$ cat src/hdl/byte_weighted_lru_directory_core_assert.svh
// assertion macros for the byte-weighted lru directory
// relies on clk and arst_n being visible where the macros are used
`ifndef BYTE_WEIGHTED_LRU_DIRECTORY_CORE_ASSERT_SVH
`define BYTE_WEIGHTED_LRU_DIRECTORY_CORE_ASSERT_SVH
// same-cycle implication
`define BWLD_ASSERT_IMP(lbl, ante, cons, msg) \
	lbl: assert property (@(posedge clk) disable iff (!arst_n) (ante) |-> (cons)) \
		else $error(msg);
// next-cycle implication
`define BWLD_ASSERT_NXT(lbl, ante, cons, msg) \
	lbl: assert property (@(posedge clk) disable iff (!arst_n) (ante) |=> (cons)) \
		else $error(msg);
`endif

$ cat src/hdl/bwld_pkg.sv
// shared types and constants of the byte-weighted lru directory
// no dependencies
`timescale 1ns / 1ps
`default_nettype none
package bwld_pkg;
	localparam int KEY_PORT_W = 64;
	localparam int HDL_PORT_W = 16;
	localparam int LEN_W      = 32;
	localparam int BUDGET_W   = 35;
	localparam logic [LEN_W-1:0] CAP_RESET = 32'd1048576;

	typedef enum logic [1:0] {
		OP_PUT   = 2'd0,
		OP_PROBE = 2'd1,
		OP_GET   = 2'd2,
		OP_NONE  = 2'd3
	} op_t;

	typedef enum logic [2:0] {
		ST_IDLE,
		ST_LOOKUP,
		ST_UPDATE,
		ST_FULLEVICT,
		ST_INSERT,
		ST_EVICT,
		ST_STATUS
	} state_t;

	// controller to datapath
	typedef struct packed {
		logic load;
		logic lookup;
		logic update;
		logic insert;
		logic evict;
		logic status;
	} cmd_t;

	// datapath to controller
	typedef struct packed {
		logic is_put;
		logic match;
		logic oversize;
		logic full;
		logic need_evict;
	} stat_t;

	// free budget clipped to the 32-bit report range
	function automatic logic [LEN_W-1:0] sat_free(input logic signed [BUDGET_W-1:0] b);
		logic [LEN_W-1:0] r;
		if (b < 0)
			r = '0;
		else if (b > $signed({{(BUDGET_W-LEN_W){1'b0}}, {LEN_W{1'b1}}}))
			r = '1;
		else
			r = b[LEN_W-1:0];
		return r;
	endfunction
endpackage
`default_nettype wire

$ cat src/hdl/byte_weighted_lru_directory_core.sv
// top level of the byte-weighted lru directory: sequencer plus datapath
// uses bwld_pkg, bwld_ctrl, bwld_datapath and the assertion macro header
//
// channel   handshake                 payload
// item in   start, busy               op, key_tag, response_handle, content_length
// config    cfg_valid, cfg_ready      cfg_data (capacity_bytes)
// result    strobe (one cycle)        kind, hit, result_key, result_handle,
//                                     free_bytes, last
//
// probe and get go from lookup straight to status. a put passes lookup,
// then update or insert, then eviction and status; a new key that fits
// into a full table first drops its oldest entry. a put of a new key larger
// than the capacity skips the store and goes from lookup straight to eviction.
// eviction walks the recency ranks one entry per cycle. reset clears all
// valid bits at once, no clearing pass. results cannot be stalled; cfg_ready
// is high only while idle.
`timescale 1ns / 1ps
`default_nettype none
`include "byte_weighted_lru_directory_core_assert.svh"
module byte_weighted_lru_directory_core
	import bwld_pkg::*;
#(
	parameter int ENTRIES     = 16,
	parameter int KEY_BITS    = 64,
	parameter int HANDLE_BITS = 16
) (
	input  wire logic                  clk,
	input  wire logic                  arst_n,
	input  wire logic                  start,
	output logic                       busy,
	input  wire logic [1:0]            op,
	input  wire logic [KEY_PORT_W-1:0] key_tag,
	input  wire logic [HDL_PORT_W-1:0] response_handle,
	input  wire logic [LEN_W-1:0]      content_length,
	input  wire logic                  cfg_valid,
	output logic                       cfg_ready,
	input  wire logic [LEN_W-1:0]      cfg_data,
	output logic                       strobe,
	output logic                       kind,
	output logic                       hit,
	output logic [KEY_PORT_W-1:0]      result_key,
	output logic [HDL_PORT_W-1:0]      result_handle,
	output logic [LEN_W-1:0]           free_bytes,
	output logic                       last
);
	cmd_t  cmd;
	stat_t st;

	assign cfg_ready = !busy;

	bwld_ctrl u_ctrl (
		.clk    (clk),
		.arst_n (arst_n),
		.start  (start),
		.busy   (busy),
		.st     (st),
		.cmd    (cmd)
	);

	bwld_datapath #(
		.ENTRIES     (ENTRIES),
		.KEY_BITS    (KEY_BITS),
		.HANDLE_BITS (HANDLE_BITS)
	) u_dp (
		.clk             (clk),
		.arst_n          (arst_n),
		.cmd             (cmd),
		.st              (st),
		.op              (op),
		.key_tag         (key_tag),
		.response_handle (response_handle),
		.content_length  (content_length),
		.cfg_we          (cfg_valid && cfg_ready),
		.cfg_data        (cfg_data),
		.strobe          (strobe),
		.kind            (kind),
		.hit             (hit),
		.result_key      (result_key),
		.result_handle   (result_handle),
		.free_bytes      (free_bytes),
		.last            (last)
	);

	// checks
	`BWLD_ASSERT_NXT(a_start_busy, start && !busy, busy, "accepted item did not raise busy")
	`BWLD_ASSERT_IMP(a_final_idle, strobe && last, !busy, "final status while still busy")
	`BWLD_ASSERT_IMP(a_notice_busy, strobe && !last, busy, "eviction notice outside an item")
	`BWLD_ASSERT_IMP(a_evict_used, cmd.evict, st.full || st.need_evict, "eviction of empty table")
endmodule
`default_nettype wire

$ cat src/hdl/bwld_ctrl.sv
// sequencer of the byte-weighted lru directory
// uses bwld_pkg
`timescale 1ns / 1ps
`default_nettype none
module bwld_ctrl
	import bwld_pkg::*;
(
	input  wire logic  clk,
	input  wire logic  arst_n,
	input  wire logic  start,
	output logic       busy,
	input  stat_t      st,
	output cmd_t       cmd
);
	state_t state_q, state_d;

	// state register
	always_ff @(posedge clk or negedge arst_n) begin
		if (!arst_n)
			state_q <= ST_IDLE;
		else
			state_q <= state_d;
	end

	// next state
	always_comb begin
		state_d = state_q;
		unique case (state_q)
			ST_IDLE: begin
				if (start)
					state_d = ST_LOOKUP;
			end
			ST_LOOKUP: begin
				priority if (!st.is_put)
					state_d = ST_STATUS;
				else if (st.match)
					state_d = ST_UPDATE;
				else if (st.oversize)
					state_d = ST_EVICT;
				else if (st.full)
					state_d = ST_FULLEVICT;
				else
					state_d = ST_INSERT;
			end
			ST_UPDATE:    state_d = ST_EVICT;
			ST_FULLEVICT: state_d = ST_INSERT;
			ST_INSERT:    state_d = ST_EVICT;
			ST_EVICT: begin
				if (!st.need_evict)
					state_d = ST_STATUS;
			end
			ST_STATUS:    state_d = ST_IDLE;
			default:      state_d = ST_IDLE;
		endcase
	end

	// commands
	always_comb begin
		cmd  = '0;
		busy = 1'b1;
		unique case (state_q)
			ST_IDLE: begin
				busy     = 1'b0;
				cmd.load = start;
			end
			ST_LOOKUP:    cmd.lookup = 1'b1;
			ST_UPDATE:    cmd.update = 1'b1;
			ST_FULLEVICT: cmd.evict  = 1'b1;
			ST_INSERT:    cmd.insert = 1'b1;
			ST_EVICT:     cmd.evict  = st.need_evict;
			ST_STATUS:    cmd.status = 1'b1;
			default:      busy = 1'b1;
		endcase
	end
endmodule
`default_nettype wire

$ cat src/hdl/bwld_datapath.sv
// entry store, recency ranks, byte budget and result registers
// uses bwld_pkg
`timescale 1ns / 1ps
`default_nettype none
module bwld_datapath
	import bwld_pkg::*;
#(
	parameter int ENTRIES     = 16,
	parameter int KEY_BITS    = 64,
	parameter int HANDLE_BITS = 16
) (
	input  wire logic                  clk,
	input  wire logic                  arst_n,
	input  cmd_t                       cmd,
	output stat_t                      st,
	input  wire logic [1:0]            op,
	input  wire logic [KEY_PORT_W-1:0] key_tag,
	input  wire logic [HDL_PORT_W-1:0] response_handle,
	input  wire logic [LEN_W-1:0]      content_length,
	input  wire logic                  cfg_we,
	input  wire logic [LEN_W-1:0]      cfg_data,
	output logic                       strobe,
	output logic                       kind,
	output logic                       hit,
	output logic [KEY_PORT_W-1:0]      result_key,
	output logic [HDL_PORT_W-1:0]      result_handle,
	output logic [LEN_W-1:0]           free_bytes,
	output logic                       last
);
	localparam int IW = $clog2(ENTRIES);
	localparam int CW = $clog2(ENTRIES + 1);

	// item registers
	op_t                    op_q;
	logic [KEY_BITS-1:0]    key_q;
	logic [HANDLE_BITS-1:0] hdl_q;
	logic [LEN_W-1:0]       len_q;

	// entry store
	logic [ENTRIES-1:0]     valid_q;
	logic [KEY_BITS-1:0]    ekey_q [ENTRIES];
	logic [HANDLE_BITS-1:0] ehdl_q [ENTRIES];
	logic [LEN_W-1:0]       elen_q [ENTRIES];
	logic [IW-1:0]          rank_q [ENTRIES];

	logic [CW-1:0]                used_q;
	logic signed [BUDGET_W-1:0]   budget_q;
	logic [LEN_W-1:0]             cap_q;
	logic                         hit_s1;
	logic [IW-1:0]                idx_s1;

	// lookup and free slot search over the lanes
	logic [ENTRIES-1:0] match_vec;
	logic               match_any;
	logic [IW-1:0]      match_idx;
	logic [IW-1:0]      free_idx;
	logic [ENTRIES-1:0] tail_vec;
	logic [IW-1:0]      tail_rank;

	assign tail_rank = IW'(used_q - CW'(1));

	always_comb begin
		match_idx = '0;
		free_idx  = '0;
		for (int i = ENTRIES - 1; i >= 0; i--) begin
			match_vec[i] = valid_q[i] && (ekey_q[i] == key_q);
			tail_vec[i]  = valid_q[i] && (rank_q[i] == tail_rank);
			if (match_vec[i])
				match_idx = IW'(i);
			if (!valid_q[i])
				free_idx = IW'(i);
		end
		match_any = |match_vec;
	end

	// tail entry, one-hot select
	logic [KEY_BITS-1:0]    tail_key;
	logic [HANDLE_BITS-1:0] tail_hdl;
	logic [LEN_W-1:0]       tail_len;

	always_comb begin
		tail_key = '0;
		tail_hdl = '0;
		tail_len = '0;
		for (int i = 0; i < ENTRIES; i++) begin
			tail_key |= ekey_q[i] & {KEY_BITS{tail_vec[i]}};
			tail_hdl |= ehdl_q[i] & {HANDLE_BITS{tail_vec[i]}};
			tail_len |= elen_q[i] & {LEN_W{tail_vec[i]}};
		end
	end

	logic signed [BUDGET_W-1:0] evict_budget;
	assign evict_budget = budget_q + $signed(BUDGET_W'(tail_len));

	logic oversize;
	assign oversize = len_q > cap_q;

	assign st.is_put     = (op_q == OP_PUT);
	assign st.match      = match_any;
	assign st.oversize   = oversize;
	assign st.full       = (used_q == CW'(ENTRIES));
	assign st.need_evict = (used_q != '0) && (oversize || budget_q < 0);

	// item capture
	always_ff @(posedge clk) begin
		if (cmd.load) begin
			op_q  <= op_t'(op);
			key_q <= key_tag[KEY_BITS-1:0];
			hdl_q <= response_handle[HANDLE_BITS-1:0];
			len_q <= content_length;
		end
		if (cmd.lookup) begin
			hit_s1 <= match_any;
			idx_s1 <= match_idx;
		end
	end

	// promotion of the hit or inserted entry to most recent, and entry writes
	logic          promote;
	logic [IW-1:0] sel_rank;
	assign promote  = cmd.update || (cmd.status && op_q == OP_GET && hit_s1);
	assign sel_rank = rank_q[idx_s1];

	always_ff @(posedge clk) begin
		for (int i = 0; i < ENTRIES; i++) begin
			if (promote) begin
				if (IW'(i) == idx_s1)
					rank_q[i] <= '0;
				else if (valid_q[i] && rank_q[i] < sel_rank)
					rank_q[i] <= rank_q[i] + IW'(1);
			end else if (cmd.insert) begin
				if (IW'(i) == free_idx)
					rank_q[i] <= '0;
				else if (valid_q[i])
					rank_q[i] <= rank_q[i] + IW'(1);
			end
		end
		if (cmd.update) begin
			ehdl_q[idx_s1] <= hdl_q;
			elen_q[idx_s1] <= len_q;
		end
		if (cmd.insert) begin
			ekey_q[free_idx] <= key_q;
			ehdl_q[free_idx] <= hdl_q;
			elen_q[free_idx] <= len_q;
		end
	end

	// valid bits, fill count, budget and capacity
	always_ff @(posedge clk or negedge arst_n) begin
		if (!arst_n) begin
			valid_q  <= '0;
			used_q   <= '0;
			cap_q    <= CAP_RESET;
			budget_q <= $signed(BUDGET_W'(CAP_RESET));
		end else begin
			priority if (cfg_we) begin
				cap_q    <= cfg_data;
				budget_q <= budget_q + $signed(BUDGET_W'(cfg_data))
					- $signed(BUDGET_W'(cap_q));
			end else if (cmd.update) begin
				budget_q <= budget_q + $signed(BUDGET_W'(elen_q[idx_s1]))
					- $signed(BUDGET_W'(len_q));
			end else if (cmd.insert) begin
				valid_q[free_idx] <= 1'b1;
				used_q            <= used_q + CW'(1);
				budget_q          <= budget_q - $signed(BUDGET_W'(len_q));
			end else if (cmd.evict) begin
				valid_q  <= valid_q & ~tail_vec;
				used_q   <= used_q - CW'(1);
				budget_q <= evict_budget;
			end
		end
	end

	// status handle
	logic                   st_hit;
	logic [HANDLE_BITS-1:0] st_hdl;
	always_comb begin
		st_hit = 1'b0;
		st_hdl = '0;
		unique case (op_q)
			OP_PUT: begin
				st_hit = hit_s1;
				st_hdl = hdl_q;
			end
			OP_PROBE, OP_GET: begin
				st_hit = hit_s1;
				st_hdl = hit_s1 ? ehdl_q[idx_s1] : '0;
			end
			default: begin
				st_hit = 1'b0;
				st_hdl = '0;
			end
		endcase
	end

	// result strobe
	always_ff @(posedge clk or negedge arst_n) begin
		if (!arst_n)
			strobe <= 1'b0;
		else
			strobe <= cmd.evict || cmd.status;
	end

	// result payload
	always_ff @(posedge clk) begin
		if (cmd.evict) begin
			kind          <= 1'b0;
			hit           <= 1'b0;
			result_key    <= KEY_PORT_W'(tail_key);
			result_handle <= HDL_PORT_W'(tail_hdl);
			free_bytes    <= sat_free(evict_budget);
			last          <= 1'b0;
		end else if (cmd.status) begin
			kind          <= 1'b1;
			hit           <= st_hit;
			result_key    <= KEY_PORT_W'(key_q);
			result_handle <= HDL_PORT_W'(st_hdl);
			free_bytes    <= sat_free(budget_q);
			last          <= 1'b1;
		end
	end
endmodule
`default_nettype wire

$ cat config.mk
export PLATFORM = sky130hd
export DESIGN_NAME = byte_weighted_lru_directory_core
export DESIGN_NICKNAME = d
export VERILOG_FILES = /design/src/hdl/bwld_pkg.sv /design/src/hdl/byte_weighted_lru_directory_core.sv /design/src/hdl/bwld_ctrl.sv /design/src/hdl/bwld_datapath.sv
export VERILOG_INCLUDE_DIRS = /design/src /design/src/hdl
export SDC_FILE = /design/constraint.sdc
export NUM_CORES = 2
export LEC_CHECK = 0
export BUFFER_PORTS_ARGS = -buffer_cell sky130_fd_sc_hd__buf_2
export CAP_MARGIN = 20
export CORE_MARGIN = 5
export CORE_UTILIZATION = 45
export DETAILED_ROUTE_END_ITERATION = 7
export SLEW_MARGIN = 5
export SYNTH_ARGS = -nofsm -noshare
export SYNTH_HDL_FRONTEND = slang
export SYNTH_SLANG_ARGS = --single-unit
$ cat constraint.sdc
create_clock -name clk -period 5.7 [get_ports clk]
set_clock_uncertainty 0.1 [all_clocks]
set_input_delay 0.285 -clock clk [delete_from_list [all_inputs] [get_ports clk]]
set_output_delay 0.285 -clock clk [all_outputs]
set_load 0.02 [all_outputs]
## Yosys cells after proc, flatten, opt, wreduce, memory -nomap -nowiden

Memories as Yosys holds them, arrays and structs flattened.
Index checks and enable logic that the tools add are counted.

- Add/sub/neg operators: 24
- Magnitude comparators: 23
- Eq/ne operators: 73
- Muxes and demuxes: 382
- Bitwise logic cells: 146
- Reduce and logical (&&, ||, !) cells: 75

Operators by type and width:

| kind | number |
|---|---|
| 64-bit bitwise AND | 16 |
| 64-bit equality test | 16 |
| 64-bit OR | 15 |
| 32-bit bitwise AND | 16 |
| 32-bit OR | 15 |
| 4-bit two-way mux | 74 |
| 16-bit bitwise AND | 17 |
| 1-bit two-way mux | 271 |
| 16-bit OR | 16 |
| 32-bit two-way mux | 7 |
| 35-bit two-way mux | 4 |
| 64-bit two-way mux | 2 |
| 35-bit by 33-bit adder with 35-bit output | 3 |
| 35-bit by 33-bit subtractor with 35-bit output | 3 |
| 16-bit two-way mux | 6 |
| 35-bit by 33-bit greater-than comparator with 1-bit output (second input constant) | 2 |
| 35-bit by 1-bit < comparator with 1-bit output (second input constant) | 2 |
| 4-bit by 1-bit adder with 4-bit output (second input constant) | 16 |
| 4-bit equality test | 16 |
| 4-bit equality test (first input constant) | 16 |
| 4-bit < comparator | 16 |
| 1-bit logical AND | 53 |
| 1-bit OR | 48 |
| 3-bit by 4-bit equality test with 1-bit output (first input constant) | 8 |
| other kinds (38) | 65 |

- Flip-flop bits (word level): 325
- RAM bits: 1,856
- Word-level logic and storage cells: 747
- Memories kept: 4

Memories:

| name | depth | bits a word | rd ports | clocked after Yosys merged registers in | write ports | line | RTL |
|---|---|---|---|---|---|---|---|
| u_dp.ekey_q | 16 | 64 | 16 | 0 | 1 | bwld_datapath.sv:41 | `logic [KEY_BITS-1:0] ekey_q [ENTRIES];` |
| u_dp.elen_q | 16 | 32 | 17 | 0 | 1 | bwld_datapath.sv:43 | `logic [LEN_W-1:0] elen_q [ENTRIES];` |
| u_dp.ehdl_q | 16 | 16 | 17 | 0 | 1 | bwld_datapath.sv:42 | `logic [HANDLE_BITS-1:0] ehdl_q [ENTRIES];` |
| u_dp.rank_q | 16 | 4 | 17 | 0 | 16 | bwld_datapath.sv:44 | `logic [IW-1:0] rank_q [ENTRIES];` |

## Depth between registers and ports, before layout

- Depth after elaboration: 24
- Gate-level depth with buffers: 28
- Gate-level depth less buffers: 22

## Modules after synthesis

Synthesis repeated with hierarchy kept, for this count alone.

- Cell total of the unflattened synthesis: 8,034
- Area, all modules: 109,665.2 um^2

By module, submodules not included:

| module | instances | cells each | area an instance (um^2) | seq. area each (um^2) |
|---|---|---|---|---|
| bwld_datapath | 1 | 8,005 | 109,412.4 | 64,939.8 |
| bwld_ctrl | 1 | 27 | 242.7 | 75.1 |
| byte_weighted_lru_directory_core | 1 | 2 | 10.0 | 0.0 |

## Worst setup path after synthesis

Ideal clock, no wire load.

- Kind: reg-to-reg
- Start: register u_dp.used_q[0]
- End: register u_dp.free_bytes[13], data pin
- Setup time: 263 ps
- Arrival: 5,883 ps
- Data required time: 5,337 ps
- Path slack: -546 ps
- Cell stages (with the launch flop): 28
- Buffers on the path: 8
- Period minus slack after synthesis: 6,246 ps
- Path through: dfrtp_1 -> buf_4 -> buf_1 -> inv_1 -> ha_1 -> clkbuf_1 -> clkbuf_1 -> xor2_1 -> nand4_1 -> nor2_1 -> buf_2 -> buf_4 -> buf_2 -> a221oi_1 -> nand4_1 -> ha_1 -> inv_1 -> fa_1 -> nor2b_1 -> o2111ai_1 -> nand3_1 -> a311oi_1 -> o31a_2 -> o31ai_4 -> nand2_1 -> clkbuf_1 -> nor3_1 -> o21ai_0

- Word-level cells in the longest chain between the ends: 24
- Elaborated cells between the ends (all ways): 73
- Classes of those cells: add/sub (2); order compare (2); eq/ne (16); mux (4); bitwise (31); reduce/logical (18)

Ends and longest elaborated chain:

| what | line | RTL |
|---|---|---|
| start, declared | bwld_datapath.sv:46 | `logic [CW-1:0] used_q;` |
| start signal, assigned | bwld_datapath.sv:166 | `used_q <= used_q + CW'(1);` |
| start signal, assigned | bwld_datapath.sv:170 | `used_q <= used_q - CW'(1);` |
| 5-bit by 1-bit subtractor with 5-bit output | n/a |  |
| 4-bit equality test | bwld_datapath.sv:67 | `tail_vec[i] = valid_q[i] && (rank_q[i] == tail_rank);` |
| 1-bit logical AND | bwld_datapath.sv:67 |  |
| 32-bit bitwise AND | bwld_datapath.sv:88 | `tail_len \|= elen_q[i] & {LEN_W{tail_vec[i]}};` |
| 32-bit OR (15 in series) | bwld_datapath.sv:88 |  |
| 35-bit by 33-bit adder with 35-bit output | bwld_datapath.sv:93 | `assign evict_budget = budget_q + $signed(BUDGET_W'(tail_len));` |
| 35-bit by 33-bit greater-than comparator with 1-bit output | bwld_pkg.sv:53 | `else if (b > $signed({{(BUDGET_W-LEN_W){1'b0}}, {LEN_W{1'b1}}}))` |
| 32-bit two-way mux | bwld_pkg.sv:53 |  |
| 32-bit two-way mux | bwld_pkg.sv:51 | `if (b < 0)` |
| 32-bit two-way mux * | bwld_datapath.sv:208 | `if (cmd.evict) begin` |
| end signal, assigned | bwld_datapath.sv:213 | `free_bytes <= sat_free(evict_budget);` |
| end signal, assigned | bwld_datapath.sv:220 | `free_bytes <= sat_free(budget_q);` |
| end, declared | bwld_datapath.sv:27 | `output logic [LEN_W-1:0] free_bytes,` |

Mark *: on every way between the ends. The rest lies on a longest branch, timed or not.
A chain may end at the register's enable or synchronous reset.

## Final worst setup path

- Start: register u_dp.used_q[0]
- End: register u_dp.free_bytes[27], data pin

Same word-level chain as after synthesis.

==> metrics <==
status complete, but fails checks; violated checks capacitance limit, setup timing; Setup CP Type reg -> reg; initial antenna violation count just over 100; first-pass GRT wire length 788000 um; io pins 268; DRT antenna net count 0; Top FF cell, synth edfxtp_1; Reg area approximately 65000 um^2; all-layer global routing usage 0.458; post-synthesis cell area between 100000 and 150000 um^2; DIE AREA about 260000 um^2; Tcrit/Tclk final 1.05; htree depth 4; fmax around 170 MHz; WP data required ~6 ns; Crit path largest cell delay 0.45 ns; Seq/Total Area, Yosys 0.589; drt initial violations 19100; Post-synth EDFFs approximately 2100; largest net degree at the start of global routing 77; synth top area cells edfxtp_1 57%, mux4_2 5.3%, xnor2_1 4.5%; top cells by count, synth 2087 x edfxtp_1, 569 x xnor2_1, 545 x a22oi_1; Yosys cell types 97; final setup fails 32; CP endpoint kind flip-flop; Syn Area/Cell 13.6 um^2; Worst-Skew Late Latency roughly 0.97 ns; core area 244000 um^2; area delta synth->final 19.8%; max-slew violation count 0; critical path fanouts, max 15; drt wl/cell approximately 48 um; Max VDD drop approximately 490 uV; clock tree buffer depth 3; RSZ-0062 raised after global routing true; fillers 20100; count leader, synth edfxtp_1; Final Hold Viols 0; WHS 0.0315 ns; Hold Path Class in -> reg; Syn Nets 8582; fin cells 12600; Pre-antenna DRT Iters 8; Tightest Pin Transition around 1.5 ns; grt ovf 0; layout cell share with drive strength beyond 1 0.195; fin worst setup slack -0.271 ns; post-layout net count 9633; Slew headroom 0.000428; Power Dens Cells about 570 nW/um^2; asr flop ratio synth 0.0422; Die Width ~510 um; Critical Path Start Type flip-flop; Inst Count DP about 12000; # port buffers about 270; Detailed Place HPWL between 400000 and 500000 um; minimum clock period between 5 and 6 ns; TritonCTS Buffers between 200 and 250; Cells after Synth between 8000 and 9000; Multi-input gate area between 40000 and 50000 um^2; TritonCTS clock tree built; die height around 510 um; clock sinks 2181; Root Buffer clkbuf_16; vias per cell approximately 7.3; Routed WL just over 600000 um; Clock Pin Slew Worst Setup and Hold Paths around 0.06 ns; GP Congestion ~1.1; Leakage 45.8 nW; row cnt around 180; MaxCap Viol Count 1; Crit path top cell by count buf_4; Setup TNS -4.61 ns; yosys warns 0; via count about 92000; vias in the first global route roughly 83000; synthesized flop and latch total roughly 2200; share of the synthesized area in the top cell type 0.568; WP data arrival around 6.5 ns; drt drc 0; slowest CP cell ha_4; Initial Utilization 0.453; area leader, netlist edfxtp_1
## routing by layer
metal,track usage,wire length [um]
met1,0.626,230000
met5,0.00976,1020
met2,0.598,232000
met4,0.202,35100
met3,0.240,108000
## metrics by stage
stage                     area (um^2)  worst slack (ns)  total power (W)   util
after floorplan                110000            0.0614           0.0405      -
after global placement         121000            -0.396           0.0558  0.495
after detailed placement       121000            -0.446           0.0561  0.495
after CTS                      131000          -0.00329           0.0724  0.539
after global routing           132000            -0.342           0.0769  0.542
final                          132000            -0.271           0.0748  0.543
## layout by cell type, fill, tap and decap left out, types with 38 or more instances in the layout
cell,n
a211oi_1,42
a21o_1,46
a21oi_1,227
a221oi_1,213
a22o_1,214
a22oi_1,545
buf_12,103
buf_2,267
buf_4,656
clkbuf_1,45
clkbuf_16,237
clkinv_1,57
clkinv_2,49
dfrtp_1,89
diode_2,46
dlygate4sd3_1,249
edfxtp_1,2087
fa_1,66
ha_1,224
inv_1,411
mux4_2,259
nand2_1,221
nand2b_1,149
nand3_1,151
nand4_1,300
nor2_1,201
nor2b_1,65
nor3_1,147
nor4_1,109
o2111ai_1,38
o211ai_1,39
o21a_1,38
o21ai_0,203
o22ai_1,64
xnor2_1,560
xor2_1,391
## logic make-up after synthesis
kind of cell,after synthesis,synth area share
compound gates,2004,0.134
xor+xnor,965,0.0767
fa+ha+maj,302,0.0387
buf+inv,923,0.0361
flops,2181,0.589
mux,270,0.0539
simple gates,1485,0.0714
## worst paths after layout
path / startpoint / endpoint / slack [ns] / cells after the start
max in group asynchronous: arst_n / u_dp.cap_q[30] / 4.24 / 4
hold / removal: key_tag[20] / u_dp.key_q[20] / 0.03 / 2
setup reg to reg: u_dp.used_q[0] / u_dp.free_bytes[27] / -0.27 / 29
min in group asynchronous: arst_n / u_dp.budget_q[28] / 0.44 / 4
setup / recovery: u_dp.used_q[0] / u_dp.free_bytes[27] / -0.27 / 29
hold reg to reg: u_dp.hit / u_dp.hit / 0.41 / 2
## state kept, by name, indices dropped and copies added, names as in the netlist, 32 cells and up
name,cells
u_dp.result_key,64
u_dp.cap_q,32
u_dp.ekey_q,1024
u_dp.key_q,64
u_dp.len_q,32
u_dp.free_bytes,32
u_dp.rank_q,64
u_dp.budget_q,35
u_dp.ehdl_q,256
u_dp.elen_q,512
## timing repair
item	4_1_cts	5_1_grt
gates resized for setup	20	83
hold buffers	250	0
endpoints found under the setup margin	45	49
setup buffers	11	18
pin swaps	13	29
endpoints found under the hold margin	202	0
cloned	0	4
## worst max-delay path, delay by kind of cell (launching register included)
family                     cells  cell delay, ns
AOI/OAI and AO/OA              9            1.83
buffers and inverters         10            1.49
and+or+nand+nor                6            1.01
adders and majority gates      2            0.64
DFF                            1            0.38
xor gates and xnor gates       2            0.22
## where the power goes
| group | total (W) | internal [W] | switching (W) |
|---|---|---|---|
| clock network | 0.0161 | 0.00908 | 0.00703 |
| registers | 0.0225 | 0.0203 | 0.00214 |
| logic | 0.0363 | 0.0129 | 0.0233 |
| total | 0.0748 | 0.0423 | 0.0325 |
## final cells by class
cell class,instances,area share
diodes,46,0.000871
clock buffers,280,0.0456
well taps,3202,0.0303
repair buffers,1298,0.0849
clock inverters,154,0.0148
inverters,442,0.0129
multi-input cells,5026,0.319
flip-flops and latches,2181,0.492
(Power assumes the default switching activity.)
